`config.mk`:
```
export PLATFORM = sky130hd
export DESIGN_NAME = recording_window_scheduler_unit
export DESIGN_NICKNAME = d
export VERILOG_FILES = /design/src/design/rws_pkg.sv /design/src/design/recording_window_scheduler_unit.sv /design/src/design/rws_front.sv /design/src/design/rws_queue.sv /design/src/design/rws_back.sv
export SDC_FILE = /design/constraint.sdc
export NUM_CORES = 1
export LEC_CHECK = 0
export BUFFER_PORTS_ARGS = -buffer_cell sky130_fd_sc_hd__buf_2
export CORE_MARGIN = 1.5
export CORE_UTILIZATION = 45
export CTS_CLUSTER_SIZE = 24
export DETAILED_ROUTE_END_ITERATION = 6
export GPL_TIMING_DRIVEN = 0
export SYNTH_ARGS = -nofsm -noshare
export SYNTH_HDL_FRONTEND = slang
export SYNTH_SLANG_ARGS = --single-unit
```
`constraint.sdc`:
```
create_clock -name clock -period 6 [get_ports clock]
set_clock_uncertainty 0.15 [all_clocks]
set_input_delay 0.3 -clock clock [delete_from_list [all_inputs] [get_ports clock]]
set_output_delay 0.3 -clock clock [all_outputs]
set_load 0.02 [all_outputs]
```
`src/design/rws_pkg.sv`:
```
// Package for the recording window scheduler.
// Holds the channel payload types, the decoded item and configuration types and the codes.
// No dependencies.
package rws_pkg;

   localparam int RUNS_BITS      = 10;
   localparam int WINDOW_BITS    = 20;
   localparam int STAMP_BITS     = 32;
   localparam int CSR_INDEX_BITS = 3;
   localparam int CSR_DATA_BITS  = 32;
   localparam int QUEUE_DEPTH    = 2;
   localparam int QUEUE_PTR_BITS = 1;

   localparam logic [RUNS_BITS-1:0] RUNS_SAT = 10'd1023;

   typedef enum logic [1:0] {
      REQ_TICK   = 2'd0,
      REQ_ARM    = 2'd1,
      REQ_CANCEL = 2'd2,
      REQ_IGNORE = 2'd3
   } rws_op_type;

   typedef enum logic [1:0] {
      PH_IDLE = 2'd0,
      PH_WAIT = 2'd1,
      PH_REC  = 2'd2
   } rws_phase_type;

   typedef enum logic [1:0] {
      MODE_NONE  = 2'd0,
      MODE_FIXED = 2'd1,
      MODE_GAP   = 2'd2
   } rws_mode_type;

   typedef enum logic [2:0] {
      EV_NONE        = 3'd0,
      EV_STARTED     = 3'd1,
      EV_START_FAIL  = 3'd2,
      EV_STOP_FAIL   = 3'd3,
      EV_NEXT        = 3'd4,
      EV_COMPLETED   = 3'd5,
      EV_CANCELED    = 3'd6,
      EV_ARMED       = 3'd7
   } rws_event_type;

   typedef enum logic [CSR_INDEX_BITS-1:0] {
      CSR_SCHED_MODE      = 3'd0,
      CSR_WINDOW_SECONDS  = 3'd1,
      CSR_GAP_SECONDS     = 3'd2,
      CSR_COUNT_LIMIT_ON  = 3'd3,
      CSR_RUN_LIMIT       = 3'd4,
      CSR_FIRST_START     = 3'd5,
      CSR_FIRST_START_SET = 3'd6
   } rws_csr_index_type;

   typedef struct packed {
      logic [1:0]            req_type;
      logic [STAMP_BITS-1:0] now_seconds;
      logic                  start_ok;
      logic                  stop_ok;
      logic                  session_open;
   } rws_req_type;

   typedef struct packed {
      logic [1:0]            phase_now;
      logic [2:0]            event_code;
      logic                  start_request;
      logic                  stop_request;
      logic [RUNS_BITS-1:0]  runs_done;
      logic [STAMP_BITS-1:0] next_start_out;
      logic [STAMP_BITS-1:0] stop_at_out;
   } rws_rsp_type;

   typedef struct packed {
      rws_op_type            op;
      logic [STAMP_BITS-1:0] now_seconds;
      logic                  start_ok;
      logic                  stop_ok;
      logic                  session_open;
   } rws_item_type;

   typedef struct packed {
      logic                  valid;
      logic                  full;
   } rws_queue_status_type;

   typedef struct packed {
      logic [1:0]             sched_mode;
      logic [WINDOW_BITS-1:0] window_seconds;
      logic [WINDOW_BITS-1:0] gap_seconds;
      logic                   count_limit_on;
      logic [RUNS_BITS-1:0]   run_limit;
      logic [STAMP_BITS-1:0]  first_start;
      logic                   first_start_set;
   } rws_cfg_type;

endpackage

```
`src/design/recording_window_scheduler_unit.sv`:
```
// Top level of the recording window scheduler: configuration registers and the three parts.
// Depends on rws_pkg, rws_front, rws_queue and rws_back.
//
//   Port group  Direction  Handshake            Payload
//   req_        in         req_valid/req_stall  rws_req_type
//   rsp_        out        rsp_valid/rsp_stall  rws_rsp_type
//   csr_        in         csr_wr_en            csr_index, csr_wdata
//
// A request is accepted each cycle req_stall is low; its response is registered after the queue.
// The rate is one item per cycle, set by the back-end state update, unless a response stalls.
// Reset is synchronous and returns the schedule to idle with registers at their defaults.
// A stalled response holds; up to two further requests wait in the queue before req_stall rises.
module recording_window_scheduler_unit #(
   parameter int TIME_BITS = 32,
   parameter int MAX_RUNS  = 999
) (
   input  logic                                 clock,
   input  logic                                 reset,
   input  logic                                 req_valid,
   output logic                                 req_stall,
   input  rws_pkg::rws_req_type                 req_data,
   output logic                                 rsp_valid,
   input  logic                                 rsp_stall,
   output rws_pkg::rws_rsp_type                 rsp_data,
   input  logic                                 csr_wr_en,
   input  logic [rws_pkg::CSR_INDEX_BITS-1:0]   csr_index,
   input  logic [rws_pkg::CSR_DATA_BITS-1:0]    csr_wdata
);
   import rws_pkg::*;

   rws_cfg_type          cfg_ff, cfg_in;
   rws_queue_status_type q_status;
   rws_item_type         push_item, head_item;
   logic                 push, pop;

   always_comb begin
      cfg_in = cfg_ff;
      if (csr_wr_en) begin
         case (csr_index)
            CSR_SCHED_MODE:      cfg_in.sched_mode      = csr_wdata[1:0];
            CSR_WINDOW_SECONDS:  cfg_in.window_seconds  = csr_wdata[WINDOW_BITS-1:0];
            CSR_GAP_SECONDS:     cfg_in.gap_seconds     = csr_wdata[WINDOW_BITS-1:0];
            CSR_COUNT_LIMIT_ON:  cfg_in.count_limit_on  = csr_wdata[0];
            CSR_RUN_LIMIT:       cfg_in.run_limit       = csr_wdata[RUNS_BITS-1:0];
            CSR_FIRST_START:     cfg_in.first_start     = csr_wdata[STAMP_BITS-1:0];
            CSR_FIRST_START_SET: cfg_in.first_start_set = csr_wdata[0];
            default: begin
            end
         endcase
      end
   end

   always_ff @(posedge clock) begin
      if (reset) begin
         cfg_ff.sched_mode      <= MODE_NONE;
         cfg_ff.window_seconds  <= WINDOW_BITS'(1);
         cfg_ff.gap_seconds     <= WINDOW_BITS'(1);
         cfg_ff.count_limit_on  <= 1'b0;
         cfg_ff.run_limit       <= RUNS_BITS'(1);
         cfg_ff.first_start     <= '0;
         cfg_ff.first_start_set <= 1'b0;
      end else begin
         cfg_ff <= cfg_in;
      end
   end

   rws_front u_front (
      .req_valid (req_valid),
      .req_stall (req_stall),
      .req_data  (req_data),
      .q_status  (q_status),
      .push      (push),
      .push_item (push_item)
   );

   rws_queue u_queue (
      .clock     (clock),
      .reset     (reset),
      .push      (push),
      .push_item (push_item),
      .pop       (pop),
      .head_item (head_item),
      .q_status  (q_status)
   );

   rws_back #(
      .TIME_BITS (TIME_BITS),
      .MAX_RUNS  (MAX_RUNS)
   ) u_back (
      .clock     (clock),
      .reset     (reset),
      .head_item (head_item),
      .q_status  (q_status),
      .pop       (pop),
      .cfg       (cfg_ff),
      .rsp_valid (rsp_valid),
      .rsp_stall (rsp_stall),
      .rsp_data  (rsp_data)
   );

`ifndef SYNTH
   a_started_records: assert property (@(posedge clock) disable iff (reset)
      rsp_valid && rsp_data.event_code == EV_STARTED |->
         rsp_data.start_request && rsp_data.phase_now == PH_REC && rsp_data.stop_at_out != '0)
      else $error("started response without start request or recording phase");

   a_completed_idle: assert property (@(posedge clock) disable iff (reset)
      rsp_valid && rsp_data.event_code == EV_COMPLETED |->
         rsp_data.phase_now == PH_IDLE && rsp_data.runs_done == '0)
      else $error("completed response left the schedule active");

   a_stop_event: assert property (@(posedge clock) disable iff (reset)
      rsp_valid && rsp_data.stop_request |->
         rsp_data.event_code == EV_STOP_FAIL || rsp_data.event_code == EV_NEXT ||
         rsp_data.event_code == EV_COMPLETED)
      else $error("stop request with an unrelated event");

   a_queue_full_stalls: assert property (@(posedge clock) disable iff (reset)
      q_status.full |-> req_stall && !push)
      else $error("request transfer taken while the queue is full");
`endif

endmodule

```
`src/design/rws_front.sv`:
```
// Front end of the recording window scheduler: accepts request transfers and decodes them.
// Depends on rws_pkg; feeds rws_queue.
module rws_front (
   input  logic                          req_valid,
   output logic                          req_stall,
   input  rws_pkg::rws_req_type          req_data,
   input  rws_pkg::rws_queue_status_type q_status,
   output logic                          push,
   output rws_pkg::rws_item_type         push_item
);
   import rws_pkg::*;

   rws_op_type op;

   always_comb begin
      unique case (req_data.req_type)
         2'd0:    op = REQ_TICK;
         2'd1:    op = REQ_ARM;
         2'd2:    op = REQ_CANCEL;
         default: op = REQ_IGNORE;
      endcase
   end

   assign req_stall = q_status.full;
   assign push      = req_valid && !q_status.full;

   always_comb begin
      push_item.op           = op;
      push_item.now_seconds  = req_data.now_seconds;
      push_item.start_ok     = req_data.start_ok;
      push_item.stop_ok      = req_data.stop_ok;
      push_item.session_open = req_data.session_open;
   end

endmodule

```
`src/design/rws_queue.sv`:
```
// Short queue between the front end and the back end of the scheduler.
// Depends on rws_pkg for the item type and the queue depth.
module rws_queue (
   input  logic                          clock,
   input  logic                          reset,
   input  logic                          push,
   input  rws_pkg::rws_item_type         push_item,
   input  logic                          pop,
   output rws_pkg::rws_item_type         head_item,
   output rws_pkg::rws_queue_status_type q_status
);
   import rws_pkg::*;

   rws_item_type                entries_ff [QUEUE_DEPTH];
   logic [QUEUE_PTR_BITS-1:0]   wr_ptr_ff, wr_ptr_in;
   logic [QUEUE_PTR_BITS-1:0]   rd_ptr_ff, rd_ptr_in;
   logic [QUEUE_PTR_BITS:0]     count_ff, count_in;

   always_comb begin
      wr_ptr_in = push ? wr_ptr_ff + 1'b1 : wr_ptr_ff;
      rd_ptr_in = pop ? rd_ptr_ff + 1'b1 : rd_ptr_ff;
      count_in  = count_ff;
      if (push && !pop) begin
         count_in = count_ff + 1'b1;
      end else if (pop && !push) begin
         count_in = count_ff - 1'b1;
      end
   end

   always_ff @(posedge clock) begin
      if (reset) begin
         wr_ptr_ff <= '0;
         rd_ptr_ff <= '0;
         count_ff  <= '0;
      end else begin
         wr_ptr_ff <= wr_ptr_in;
         rd_ptr_ff <= rd_ptr_in;
         count_ff  <= count_in;
      end
   end

   always_ff @(posedge clock) begin
      if (push) begin
         entries_ff[wr_ptr_ff] <= push_item;
      end
   end

   assign head_item      = entries_ff[rd_ptr_ff];
   assign q_status.valid = count_ff != '0;
   assign q_status.full  = count_ff == (QUEUE_PTR_BITS + 1)'(QUEUE_DEPTH);

endmodule

```
`src/design/rws_back.sv`:
```
// Back end of the scheduler: schedule state, time compares and the result register.
// Depends on rws_pkg; takes items from rws_queue and configuration from the top level.
module rws_back #(
   parameter int TIME_BITS = 32,
   parameter int MAX_RUNS  = 999
) (
   input  logic                          clock,
   input  logic                          reset,
   input  rws_pkg::rws_item_type         head_item,
   input  rws_pkg::rws_queue_status_type q_status,
   output logic                          pop,
   input  rws_pkg::rws_cfg_type          cfg,
   output logic                          rsp_valid,
   input  logic                          rsp_stall,
   output rws_pkg::rws_rsp_type          rsp_data
);
   import rws_pkg::*;

   localparam int SUM_W = ((TIME_BITS > WINDOW_BITS) ? TIME_BITS : WINDOW_BITS) + 1;
   localparam logic [RUNS_BITS-1:0] MAX_RUNS_V = RUNS_BITS'(MAX_RUNS);

   rws_phase_type            phase_ff, phase_in;
   logic [TIME_BITS-1:0]     next_start_ff, next_start_in;
   logic [TIME_BITS-1:0]     stop_at_ff, stop_at_in;
   logic [RUNS_BITS-1:0]     runs_ff, runs_in;
   logic                     seen_ff, seen_in;
   rws_mode_type             mode_ff, mode_in;
   logic [WINDOW_BITS-1:0]   window_ff, window_in;
   logic [WINDOW_BITS-1:0]   gap_ff, gap_in;
   logic                     limit_on_ff, limit_on_in;
   logic [RUNS_BITS-1:0]     limit_ff, limit_in;
   logic                     rsp_valid_ff, rsp_valid_in;
   rws_rsp_type              rsp_ff, rsp_in;

   rws_event_type            ev;
   logic                     start_req, stop_req, do_finish, round_end;
   logic [TIME_BITS+STAMP_BITS-1:0] now_ext, first_ext;
   logic [TIME_BITS-1:0]     now_t, first_t;
   logic [SUM_W-1:0]         win_sum, gap_sum;
   logic [TIME_BITS-1:0]     win_sat, gap_sat;
   logic [RUNS_BITS-1:0]     runs_inc;
   logic [TIME_BITS+STAMP_BITS-1:0] next_wide, stop_wide;

   assign now_ext   = {{TIME_BITS{1'b0}}, head_item.now_seconds};
   assign first_ext = {{TIME_BITS{1'b0}}, cfg.first_start};
   assign now_t     = now_ext[TIME_BITS-1:0];
   assign first_t   = first_ext[TIME_BITS-1:0];

   assign win_sum = SUM_W'(now_t) + SUM_W'(window_ff);
   assign gap_sum = SUM_W'(now_t) + SUM_W'(gap_ff);
   assign win_sat = (|win_sum[SUM_W-1:TIME_BITS]) ? '1 : win_sum[TIME_BITS-1:0];
   assign gap_sat = (|gap_sum[SUM_W-1:TIME_BITS]) ? '1 : gap_sum[TIME_BITS-1:0];

   assign runs_inc  = (runs_ff != RUNS_SAT) ? runs_ff + 1'b1 : runs_ff;
   assign round_end = (mode_ff == MODE_FIXED) || (limit_on_ff && (runs_inc >= limit_ff));

   assign pop = q_status.valid && (!rsp_valid_ff || !rsp_stall);

   always_comb begin
      phase_in      = phase_ff;
      next_start_in = next_start_ff;
      stop_at_in    = stop_at_ff;
      runs_in       = runs_ff;
      seen_in       = seen_ff;
      mode_in       = mode_ff;
      window_in     = window_ff;
      gap_in        = gap_ff;
      limit_on_in   = limit_on_ff;
      limit_in      = limit_ff;
      ev            = EV_NONE;
      start_req     = 1'b0;
      stop_req      = 1'b0;
      do_finish     = 1'b0;
      case (head_item.op)
         REQ_ARM: begin
            if (cfg.sched_mode == MODE_FIXED || cfg.sched_mode == MODE_GAP) begin
               mode_in       = rws_mode_type'(cfg.sched_mode);
               phase_in      = PH_WAIT;
               window_in     = (cfg.window_seconds == '0) ? WINDOW_BITS'(1) : cfg.window_seconds;
               gap_in        = (cfg.gap_seconds == '0) ? WINDOW_BITS'(1) : cfg.gap_seconds;
               limit_on_in   = cfg.count_limit_on;
               limit_in      = (cfg.run_limit == '0) ? RUNS_BITS'(1) :
                               ((cfg.run_limit > MAX_RUNS_V) ? MAX_RUNS_V : cfg.run_limit);
               runs_in       = '0;
               next_start_in = cfg.first_start_set ? first_t : now_t;
               stop_at_in    = '0;
               seen_in       = 1'b0;
               ev            = EV_ARMED;
            end else begin
               mode_in       = MODE_NONE;
               phase_in      = PH_IDLE;
               next_start_in = '0;
               stop_at_in    = '0;
               runs_in       = '0;
               seen_in       = 1'b0;
               ev            = EV_CANCELED;
            end
         end
         REQ_CANCEL: begin
            mode_in       = MODE_NONE;
            phase_in      = PH_IDLE;
            next_start_in = '0;
            stop_at_in    = '0;
            runs_in       = '0;
            seen_in       = 1'b0;
            ev            = EV_CANCELED;
         end
         REQ_TICK: begin
            if (mode_ff != MODE_NONE) begin
               if (phase_ff == PH_WAIT) begin
                  if (now_t >= next_start_ff) begin
                     start_req = 1'b1;
                     if (head_item.start_ok) begin
                        phase_in   = PH_REC;
                        stop_at_in = win_sat;
                        seen_in    = head_item.session_open;
                        ev         = EV_STARTED;
                     end else if (mode_ff == MODE_FIXED) begin
                        mode_in       = MODE_NONE;
                        phase_in      = PH_IDLE;
                        next_start_in = '0;
                        stop_at_in    = '0;
                        runs_in       = '0;
                        seen_in       = 1'b0;
                        ev            = EV_START_FAIL;
                     end else begin
                        phase_in      = PH_WAIT;
                        next_start_in = gap_sat;
                        stop_at_in    = '0;
                        seen_in       = 1'b0;
                        ev            = EV_START_FAIL;
                     end
                  end
               end else if (phase_ff == PH_REC) begin
                  if (!head_item.session_open && seen_ff) begin
                     do_finish = 1'b1;
                  end else begin
                     if (head_item.session_open) begin
                        seen_in = 1'b1;
                     end
                     if (now_t >= stop_at_ff) begin
                        stop_req = 1'b1;
                        if (head_item.stop_ok) begin
                           do_finish = 1'b1;
                        end else begin
                           ev = EV_STOP_FAIL;
                        end
                     end
                  end
               end
            end
         end
         default: begin
         end
      endcase
      if (do_finish) begin
         if (round_end) begin
            mode_in       = MODE_NONE;
            phase_in      = PH_IDLE;
            next_start_in = '0;
            stop_at_in    = '0;
            runs_in       = '0;
            seen_in       = 1'b0;
            ev            = EV_COMPLETED;
         end else begin
            runs_in       = runs_inc;
            phase_in      = PH_WAIT;
            next_start_in = gap_sat;
            stop_at_in    = '0;
            seen_in       = 1'b0;
            ev            = EV_NEXT;
         end
      end
   end

   assign next_wide = {{STAMP_BITS{1'b0}}, next_start_in};
   assign stop_wide = {{STAMP_BITS{1'b0}}, stop_at_in};

   always_comb begin
      rsp_in.phase_now      = phase_in;
      rsp_in.event_code     = ev;
      rsp_in.start_request  = start_req;
      rsp_in.stop_request   = stop_req;
      rsp_in.runs_done      = runs_in;
      rsp_in.next_start_out = (phase_in == PH_WAIT) ? next_wide[STAMP_BITS-1:0] : '0;
      rsp_in.stop_at_out    = (phase_in == PH_REC) ? stop_wide[STAMP_BITS-1:0] : '0;
      if (pop) begin
         rsp_valid_in = 1'b1;
      end else if (!rsp_stall) begin
         rsp_valid_in = 1'b0;
      end else begin
         rsp_valid_in = rsp_valid_ff;
      end
   end

   always_ff @(posedge clock) begin
      if (reset) begin
         phase_ff      <= PH_IDLE;
         next_start_ff <= '0;
         stop_at_ff    <= '0;
         runs_ff       <= '0;
         seen_ff       <= 1'b0;
         mode_ff       <= MODE_NONE;
         window_ff     <= WINDOW_BITS'(1);
         gap_ff        <= WINDOW_BITS'(1);
         limit_on_ff   <= 1'b0;
         limit_ff      <= RUNS_BITS'(1);
         rsp_valid_ff  <= 1'b0;
      end else begin
         rsp_valid_ff <= rsp_valid_in;
         if (pop) begin
            phase_ff      <= phase_in;
            next_start_ff <= next_start_in;
            stop_at_ff    <= stop_at_in;
            runs_ff       <= runs_in;
            seen_ff       <= seen_in;
            mode_ff       <= mode_in;
            window_ff     <= window_in;
            gap_ff        <= gap_in;
            limit_on_ff   <= limit_on_in;
            limit_ff      <= limit_in;
         end
      end
   end

   always_ff @(posedge clock) begin
      if (pop) begin
         rsp_ff <= rsp_in;
      end
   end

   assign rsp_valid = rsp_valid_ff;
   assign rsp_data  = rsp_ff;

endmodule
```
==> results of run 1 <==
what timing repair did:
| action | 4_1_cts | 5_1_grt |
|---|---|---|
| endpoints found under the hold margin | 161 | 0 |
| setup buffers | 2 | 0 |
| resized for setup | 7 | 11 |
| cloned | 0 | 0 |
| hold buffers | 72 | 0 |
| endpoints found under the setup margin | 128 | 56 |
layer usage:
metal	vias up	track usage (%)
met5	-	0
met4	0	13.1
met3	161	6.23
met2	878	51.9
met1	9231	44.4
li1	8930	-
layout make-up:
| class | count | area, µm² |
|---|---|---|
| Tap cell | 592 | 741 |
| Inverter | 111 | 417 |
| Timing Repair Buffer | 234 | 1590 |
| Buffer | 127 | 547 |
| Antenna cell | 1 | 2.50 |
| Clock inverter | 23 | 226 |
| Clock buffer | 55 | 1160 |
| Sequential cell | 377 | 9100 |
| Multi-Input combinational cell | 1722 | 10500 |
| Fill cell | 4174 | 20200 |
synth_stat cells, types with 12 or more instances:
cell type,number
nand2b_1,48
a22oi_1,24
a21o_1,35
mux2_2,22
o21ai_1,18
xor2_1,21
edfxtp_1,155
o211ai_1,26
nand4_1,24
nor2b_1,21
mux2i_1,25
xnor2_1,27
o21ai_0,131
nand2_1,414
o21ai_2,12
a21oi_1,280
nor2_1,160
nor3_1,22
a211oi_1,35
inv_1,110
ha_1,122
nor4_1,15
buf_2,21
a31oi_1,21
o22ai_1,19
dfxtp_1,222
nand3_1,28
clkbuf_1,93
worst paths after layout:
check / from / end / slack (ps) / cells past startpoint
max reg2reg: flip-flop / u_back.rsp_data[32] / 170 / 17
max: flip-flop / u_back.rsp_data[32] / 170 / 17
min reg2reg: u_back.limit_ff[5] / u_back.limit_ff[5] / 300 / 2
min: csr_index[2] / cfg_ff[0] / 10 / 4
registers in the layout, indices dropped and copies added (netlist names), named ones only:
name / cells
u_back.rsp_valid: 1
u_back.runs_ff: 10
u_back.window_ff: 20
u_back.gap_ff: 20
u_queue.entries_ff: 74
cfg_ff: 86
u_queue.wr_ptr_ff: 1
u_queue.count_ff: 2
u_back.limit_on_ff: 1
u_back.limit_ff: 10
u_back.seen_ff: 1
u_queue.rd_ptr_ff: 1
u_back.phase_ff: 2
u_back.next_start_ff: 32
u_back.stop_at_ff: 32
u_back.rsp_data: 81
u_back.mode_ff: 2
stage by stage:
stage / power, µW / std cells / hold slack (ps) / setup WS [ps]
floorplan: 5670 / 2337 / 249 / 1550
global placement: 7050 / 3086 / 293 / -989
detailed placement: 7080 / 3089 / 296 / -1020
CTS: 9770 / 3241 / 9.77 / 15.6
global route: 10200 / 3241 / 50.3 / 26.3
finish: 9840 / 3242 / 14.4 / 167
power groups by stage:
stage                     combinational (µW)  sequential [µW]  clock [µW]
after detailed placement                3720             3370           0
final                                   3890             3320        2630
after CTS                               3800             3320        2660
after global placement                  3640             3410           0
after floorplan                         2060             3620           0
after global routing                    4150             3350        2750
cells by family (layout without fill, tap and decap cells):
logic type | Yosys count | in the layout
compound gates | 707 | 707
xor+xnor | 48 | 48
fa+ha+maj | 124 | 124
buf+inv | 238 | 550
flops | 377 | 377
mux | 48 | 48
other cells | 0 | 1
simple gates | 795 | 795
tightest hold or removal path: stages:
cell	delay (ps)
buf_2	120
nand3_1	120
mux2i_1	90
nor2_1	70
placed cells by master (no fill, tap or decap), types with 42 or more instances in the layout:
| cell type | count |
|---|---|
| o21ai_0 | 130 |
| dfxtp_1 | 222 |
| a21oi_1 | 280 |
| edfxtp_1 | 155 |
| inv_1 | 110 |
| clkbuf_16 | 42 |
| clkbuf_1 | 97 |
| buf_2 | 177 |
| ha_1 | 122 |
| nand2b_1 | 48 |
| nand2_1 | 414 |
| dlygate4sd3_1 | 72 |
| nor2_1 | 159 |
==> results.md, run 1 <==
- Port buffering added 157 buffers.
- The remaining routing DRC violations is 0.
- Once placement finished, the instance area stood at 0.0221 mm².
- The final critical path takes up 97.2% of the cycle.
- The share of total power dissipated in combinational logic is 39.6%.
- The number of standard cells after synthesis is 2,337.
- The proportion of synthesized flip-flops having asynchronous set or reset is 0%.
- Before antenna repair, the detailed router went through 6 iterations.
- The number of warnings issued by yosys is 0.
- The portion of the post-synthesis area used by sequential elements is 44.5%.
- Setup repair after global routing left no endpoint under its margin.
- By area, the combinational part of the netlist is dominated by compound AO/OA/AOI/OAI gates.
- The type of the worst setup path is reg2reg.
- The most used flip-flop cell after synthesis is dfxtp_1.
- The gate family responsible for the most delay along the worst path is buffers and inverters.
- In this run the core area contains 77 standard-cell rows.
- After the last flow step, the layout net total stands at 2,816.
- The number of nets in the synthesized netlist is 2,538.
- After synthesis, the netlist uses 89 different library cells.
- Setup violations remaining at the end of the flow were counted as 0.
- Global routing consumed, over all layers together, 32.9% of the routing resources.
- IR analysis of the VDD net gives a maximum drop of 384 µV.
- In this run the remaining antenna-violating nets after routing total 0.
- The worst setup path is captured at a flip-flop.
- In this run, the number of DRC markers left after iteration 0 of detailed routing was 1,978.
- The biggest area contributor in the post-synthesis netlist is edfxtp_1.
- The post-synthesis register bit count is 377.
- The number of H-tree levels is 2.
- The cell with the largest stage delay on the worst path is mux2_2.
- Cells with a size suffix above 1 make up 12.7% of the layout.
- The data required time of the worst path is 6150 ps.
- The utilization after layout is 54.5%.
- The worst endpoint data arrival time is 5980 ps.
- After synthesis, the largest area contributor takes up 22.7% of total cell area.
- The worst-margin pin slew is 1290 ps.
- Entering global routing, the biggest net connects 61 pins.
- The flow ran to the end, and the final reports show no timing, DRC or antenna violations.
- For the final routed database, the setup TNS stands at 0 ps.
- The worst pin sits at a relative slew slack of 11.3%.
- The number of max-slew violations in the final report is 0.
- The cell type with the highest occurrence count on the critical path is buf_2.
- The detailed router used layers up to and including met4.
- Counting along the longest clock path gives a buffer depth of 3.
- Buffers inserted during clock tree synthesis total 42.
- After Yosys synthesis, full adders, half adders and majority gates account for 7.66% of the synthesized area.
- The tree built by TritonCTS fans out to 377 sinks.
- The fraction of power consumed by sequential logic is 33.7%.
- In the post-synthesis netlist, the biggest area contributors are edfxtp_1 23%, dfxtp_1 22%, nand2_1 7.6%.
- The class of the tightest hold or removal check is in2reg.
- For this design the top-level I/O count stands at 160.
- Walking the worst path, the cells encountered are buf_6, buf_4, buf_2, clkbuf_4, mux2_2, ha_1, a21oi_1, o21ai_0, or4b_1, a41oi_1, o211a_1, or3_1, buf_2, nand2_1, o21ai_2, buf_2, nor2_1.
- The number of antenna violations at the first check in global routing came to 0.
- The total non-filler cell area in the finished layout is 0.0243 mm².
- The count of max-cap constraint violations is 0.
- The overall die area is 0.0468 mm².
- Together, buffers and inverters on the worst path number 6.
- The detailed-routed wire length on met3 is 6.26 mm.
- Summing the areas of all compound-gate instances in the mapped netlist gives 21.4% of the synthesized area.
- The congestion estimate from routability-driven global placement came to 0.946.
- Summed over all layers, the routed wires come to 78.0 mm.
- The startpoint type of the worst setup path is a flip-flop.
- For this design the total switching power over the nets is 4040 µW.
- The die width is 216 µm.
- The worst path needs 5830 ps of the cycle, external delays included.
- After detailed routing, the wire length on met1 is 33.7 mm.
- After synthesis, the share of cell area in mux cells is 2.50%.
- The first global-routing pass estimated 114 mm of wire.
- TritonCTS built the clock tree.
- Summed over all nets, wire length on met2 after detailed routing comes to 34.8 mm.
- The layout overhead on the synthesized area is 18.6%.
- Counting flops with a built-in enable in the synthesized netlist gives 155.
- From bottom edge to top edge, the die measures 216 µm.
- Of the total synthesized cell area, the portion taken by XOR and XNOR cells is 2.05%.
- The clock transition at the registers of the reported paths is 60 ps.
- The fraction of the mapped netlist area in simple logic gates is 17.2%.
- CTS placed an instance of clkbuf_16 at the clock tree root.
- The largest driver fanout on the critical path is 10.
- The HPWL after detailed placement is 59.8 mm.
- In this design, the stage delay of the slowest critical-path cell is 490 ps.
- The residual overflow from global routing is 0.
- Dividing total power by cell area gives a power density of 405 mW/mm².
- The count of vias placed by the detailed router is 19,200.
- The fmax is 171 MHz.
- Net switching is 41.1% of the power.
- Per report_power, the clock group accounts for 26.7% of the total.
- The per-cell via count in the routed design is 5.92.
- In this run the static leakage power is 0.00898 µW.
- The clock network latency to the later pin of the worst-skew pair is 590 ps.
- Internal power comes to 5790 µW.
- The placeable core area is 0.0445 mm².
- Averaged over all synthesized cells, the footprint is 8.76 µm².
- The initial core utilization is 46.0%.
- The per-cell routed wire length is 24.1 µm.
- The number of failing hold endpoints at the final stage is 0.
- In this run the cell area of the synthesized design comes to 0.0205 mm².
- The number of global-route vias before repair came to 18,200.
Note: power is estimated with default switching activity, not from simulation.
==> run 2: changes to the inputs <==
CELL_PAD_IN_SITES_DETAIL_PLACEMENT = 1   (was unset)
CELL_PAD_IN_SITES_GLOBAL_PLACEMENT = 1   (was unset)
PLACE_DENSITY_LB_ADDON = 0.1   (was unset)
==> results.md, run 2 (synthesis gave the netlist of run 1 again) <==
- Data on the critical path is required at its endpoint by 6190 ps.
- Along the worst path, the maximum fanout reaches 10.
- The H-tree was split into 2 levels.
- The net switching power of the design is 4190 µW.
- The flip-flop count of the largest register after layout is 86.
- The wire length of the first global-routing pass is 127 mm.
- The aggregate global-route resource usage is 36.8%.
- The TritonCTS clock tree is yes.
- The layout overhead on the synthesized area is 18.8%.
- The count of nets after finishing is 2,818.
- The number of global-route vias before repair is 20,200.
- On the critical path the largest part of the delay comes from compound AO/OA/AOI/OAI gates.
- The half-perimeter wire length after placement is 65.6 mm.
- The share of total power in the clock network is 26.9%.
- In the finished design, the share of the clock period the worst path needs comes to 98.3%.
- The first detailed-routing pass ran for 5 iterations.
- The worst-margin pin slew is 1310 ps.
- The final estimated routing congestion in global placement is 1.00.
- The final number of setup-violating endpoints is 0.
- The combinational group share of total power is 40.0%.
- The clock sink total is 377.
- The clock transition at the registers of the reported paths is 70 ps.
- The share of total power consumed by net switching is 41.6%.
- The number of buffers and inverters on the critical path is 7.
- For this run, the top clock speed supported by timing is 170 MHz.
- The static leakage power is 0.00902 µW.
- The top cell types in the final layout, fill and taps aside, are 414 x nand2_1, 280 x a21oi_1, 222 x dfxtp_1.
- The number of antenna violations at the first check in global routing came to 5.
- The remaining max-slew budget at the tightest pin is 10.0%.
- Using the TritonRoute via totals, the vias-per-cell ratio works out to 6.06.
- The nature of the critical path endpoint is a flip-flop.
- The run finished with clean final reports.
- The internal power of the cells totals 5890 µW.
- The total chip power is 10,100 µW.
- The class of the tightest hold or removal check is in2reg.
- The number of max-slew violations in the final report is 0.
- The cell type with the highest occurrence count on the critical path is buf_4.
- STA classifies the critical path startpoint as a flip-flop.
- The clock passes through at most 3 buffers.
- Max-cap violations in this run came to 0.
- The setup TNS is 0 ps.
- The critical path is of the reg2reg type.
- The signal on the critical path passes through buf_6, buf_4, buf_2, buf_4, mux2i_4, buf_12, buf_4, ha_1, or3b_1, o211ai_1, a2111oi_0, o31a_2, o211ai_2, o21ai_1, o21ai_2, o21ai_2, clkbuf_4, nor2_1.
- The fraction of power consumed by sequential logic is 33.1%.
- The floorplan die height is 216 µm.
- The worst hold margin is 47.3 ps.
- The residual overflow from global routing is 0.
- Across the VDD grid, the largest voltage drop is 336 µV.
- Including well taps, the total number of placed cells is 3,089.
- The routed layout has 19,700 vias.
- The initial core utilization is 46.0%.
- After filler insertion, the fill cell instance count of the layout stands at 5,244.
- The worst hold path begins at req_valid.
- Dividing the detail-routed wire length by the instance count gives 26.9 µm.
- Ranked by flip-flop count, first place goes to cfg_ff.
- The utilization after layout is 54.6%.
- Setup repair after global routing left no endpoint under its margin.
- From left edge to right edge, the die measures 216 µm.
- The number of clock buffers added by TritonCTS is 42.
- The largest single stage delay on the critical path is 550 ps.
- The root buffer cell chosen for the clock tree is clkbuf_16.
- The worst endpoint data arrival time is 6090 ps.
- For this block, the routed nets add up to 87.1 mm of wire.
- The top-level I/O count is 160.
- The clock network latency to the later pin of the worst-skew pair is 590 ps.
- The library cell used most frequently in the layout, excluding fill and tap cells, is nand2_1.
- The antenna violation net count after detailed routing is 0.
- The number of DRC markers in iteration 0 is 1,541.
- The overall die area is 0.0468 mm².
- Of the cells placed in the final design, the portion with a size suffix greater than 1 is 12.6%.
- The cell with the largest stage delay on the worst path is o211ai_2.
- The remaining routing DRC violations is 0.
- The total area inside the core boundary comes to 0.0445 mm².
- The number of failing hold endpoints at the final stage is 0.
- The count of standard-cell rows is 77.
- The maximum number of pins on one net before global-route repair is 51.
- The number of port buffers is 157.
- The final critical delay including setup and external delays is 5900 ps.
- The number of cells in the finished layout apart from fillers is 3,243.
- For this design the ratio of total power to cell area is 414 mW/mm².
-- run 2: changes by cell type in the layout (fill, tap and decap cells not counted), sizes merged --
cell	before	now
buf	193	195
clkbuf	151	153
clkinv	10	11
clkinvlp	5	3
diode	1	2
inv	116	113
-- run 2: what timing repair did --
action | in CTS | in global routing
setup endpoints to repair | 130 | 17
gates resized for setup | 9 | 4
hold buffers | 72 | 0
pin swaps | 0 | 1
hold endpoints to repair | 160 | 0
setup buffers | 2 | 2
-- run 2: stage by stage --
stage / worst slack [ps] / cell area, µm²
final: 104 / 24300
after global routing: 2.81 / 24300
after CTS: 111 / 24300
after detailed placement: -1010 / 22100
after global placement: -900 / 22000
after floorplan: 1550 / 20500
-- run 2: path summary, 6_finish.rpt --
path | end | cells after the start | slack [ps]
worst max register to register | u_back.rsp_data[37] | 18 | 100
worst min-delay path | u_queue.wr_ptr_ff | 4 | 50
worst min register to register | u_back.limit_ff[5] | 2 | 310
worst max-delay path | u_back.rsp_data[37] | 18 | 100
-- run 2: layout make-up --
| class | count | area (µm²) | share of cell area [%] |
|---|---|---|---|
| Clock inverter | 19 | 179 | 0.736 |
| Sequential cell | 377 | 9100 | 37.4 |
| Multi-Input combinational cell | 1722 | 10500 | 43.0 |
| Buffer | 127 | 548 | 2.25 |
| Clock buffer | 57 | 1240 | 5.11 |
| Tap cell | 592 | 741 | 3.05 |
| Antenna cell | 2 | 5.00 | 0.0206 |
| Inverter | 111 | 417 | 1.71 |
| Timing Repair Buffer | 236 | 1620 | 6.65 |
-- run 2: layer usage --
layer / track usage (%) / part of all wire, %
met1: 46.5 / 41
met2: 58.7 / 45
met3: 8.28 / 7.9
met4: 19.8 / 5.7
met5: 0 / 0
-- run 2: power by group through the flow --
| stage | Sequential [µW] | Clock (µW) | Combinational, µW |
|---|---|---|---|
| after detailed placement | 3370 | 0 | 3850 |
| after CTS | 3320 | 2720 | 3940 |
| after global placement | 3420 | 0 | 3700 |
| after floorplan | 3620 | 0 | 2060 |
| final | 3330 | 2710 | 4030 |
| after global routing | 3370 | 2820 | 4290 |
-- run 2: worst reg2reg max path: cells and delay by family, from the launching register on --
kind | cells | cell delay [ps]
AND/OR/NAND/NOR | 2 | 750
adder cells (fa/ha/maj) | 1 | 220
multiplexers | 1 | 300
flip-flops | 1 | 450
AO/OA/AOI/OAI | 7 | 2140
buffers and inverters | 7 | 1650
==> run 3: changes to the inputs <==
RECOVER_POWER = 25   (was unset)
==> results.md, run 3 (synthesis gave the netlist of run 1 again) <==
- The flow ran to the end, and the final reports show no timing, DRC or antenna violations.
- Along the worst hold path, the cell count comes to 4.
- The count of max-cap constraint violations is 0.
- The number of detailed-route iterations in the first pass is 5.
- The worst path uses 98.6% of the clock period.
- The count of buffers added on input and output ports is 157.
- Leaving out fill and tap cells, the most frequent cell in the layout is nand2_1.
- The class of the tightest hold or removal check is in2reg.
- In the global route stage, overall resource usage came out at 36.8%.
- In this run, CTS created clock tree buffers numbering 42.
- Power spread over the standard cell area amounts to 415 mW/mm².
- Detailed placement finished with a half-perimeter wire length of 65.6 mm.
- The H-tree was split into 2 levels.
- The count of nets after finishing is 2,818.
- The remaining routing DRC violations is 0.
- The number of max-slew violations in the final report was 0.
- Setup repair after global routing left no endpoint under its margin.
- At the pin with the least slew margin, the transition time is 1290 ps.
- Subtracting the final worst setup slack from the clock period gives 5910 ps.
- The per-cell via count in the routed design is 6.05.
- The die is 216 µm wide.
- The largest driver fanout on the critical path is 10.
- The origin of the worst min-delay path is req_valid.
- Once layout is done, the placed cells without fillers occupy 0.0242 mm².
- After detailed routing, the average wire length per cell comes to 26.9 µm.
- The remaining max-slew budget at the tightest pin is 11.3%.
- In this run, the number of DRC markers left after iteration 0 of detailed routing was 1,532.
- The number of antenna violations at the first check in global routing is 5.
- The clock sink total is 377.
- Summed over all layers, the global routing overflow is 0.
- The number of global-route vias before repair is 20,200.
- Compared with the post-synthesis result, the final layout area differs by 18.2%.
- The register with the most flip-flops in the layout has 86 of them.
- For this design the static power due to leakage is 0.00872 µW.
- The largest register by flop count is cfg_ff.
- The longest clock path from root to sink contains 3 buffers.
- The antenna violation net count after detailed routing is 0.
- The data required time of the worst path is 6190 ps.
- Pin placement for this block handled 160 I/O pins.
- The library cell used as clock root buffer is clkbuf_16.
- The maximum number of pins on one net before global-route repair is 51.
- The placeable core area is 0.0445 mm².
- TritonCTS built the clock tree.
- The placed instances occupy a cell area of 0.0221 mm².
- Setup violations remaining at the end of the flow were counted as 0.
- The nature of the critical path endpoint is a flip-flop.
- The number of failing hold endpoints at the final stage is 0.
- The overall die area is 0.0468 mm².
- The initial utilization of the core area, before any placement, comes to 46.0%.
- The tightest hold path in the finished design has a slack of 51.8 ps.
- The cell count of the worst reg-to-reg path is 18.
- The clock transition at the registers of the reported paths is 60 ps.
- The startpoint type of the worst setup path is a flip-flop.
- The fraction of layout cells with a size suffix above 1 is 8.87%.
- The wire length of the first global-routing pass is 127 mm.
- Across the VDD grid, the largest voltage drop is 311 µV.
- The type of the worst setup path is reg2reg.
- Detailed routing inserted a total of 19,600 vias.
- Routability-driven placement finished with a final weighted congestion of 1.00.
- The clock reaches the later pin of the worst-skew pair after 590 ps.
- For this block, the routed nets add up to 87.3 mm of wire.
- Measured along the y axis, the die boundary spans 216 µm.
- In the layout the commonest cells are 414 x nand2_1, 280 x a21oi_1, 222 x dfxtp_1.
- The count of standard-cell rows is 77.
- The worst endpoint data arrival time is 6110 ps.
- The fmax is 169 MHz.
## run 3: worst paths after layout
kind / to / slack [ps]
max: u_back.rsp_data[37] / 90
min: u_queue.wr_ptr_ff / 50
max reg2reg: u_back.rsp_data[37] / 90
min reg2reg: u_back.limit_ff[5] / 310
## run 3: area by class of cell
| cell class | instances | area [µm²] |
|---|---|---|
| inverter | 111 | 417 |
| timing repair buffer | 236 | 1490 |
| fill | 5274 | 20300 |
| clock buffer | 57 | 1240 |
| sequential | 377 | 9100 |
| multi-input combinational | 1722 | 10500 |
| clock inverter | 19 | 179 |
| tap | 592 | 741 |
| antenna | 2 | 5.00 |
| buffer | 127 | 548 |
## run 3: power by group
part	leakage, µW	switching [µW]	total [µW]	internal, µW
logic	0.00474	2880	3980	1100
registers	0.00329	194	3340	3150
clock network	0.000693	1120	2710	1580
## run 3: per-layer routing
layer	GRT usage, %	part of all wire [%]	vias up
li1	-	-	8915
met3	8.28	7.9	263
met4	19.8	5.5	0
met1	46.5	41	9572
met5	0	0	-
met2	58.7	46	863
## run 3: through the flow
stage	utilization (%)	cells	setup slack, ps	total power (µW)	TNS (ps)
final	54.3	3243	85.2	10000	0
after global routing	54.3	3242	2.81	10400	0
after CTS	54.5	3239	111	9990	0
after detailed placement	49.6	3089	-1010	7220	-53630
after global placement	49.4	3086	-900	7120	-42320
after floorplan	-	2337	1550	5670	0
## run 3: timing repair
item	in CTS	in global routing
pin swaps	0	1
hold endpoints to repair	160	0
gates cloned	0	0
resized for setup	9	4
setup endpoints to repair	130	17
hold buffers	72	0
buffers inserted	2	2
## run 3: worst max-delay path, cell delays in order, from the launching register on
cell	delay, ps
dfxtp_1	460
buf_6	200
buf_4	230
buf_2	320
buf_4	320
mux2i_4	290
buf_12	140
buf_4	140
ha_1	220
or3b_1	370
o211ai_1	180
a2111oi_0	210
o31a_2	440
o211ai_2	560
o21ai_1	300
o21ai_2	290
o21ai_2	180
clkbuf_4	280
nor2_1	380
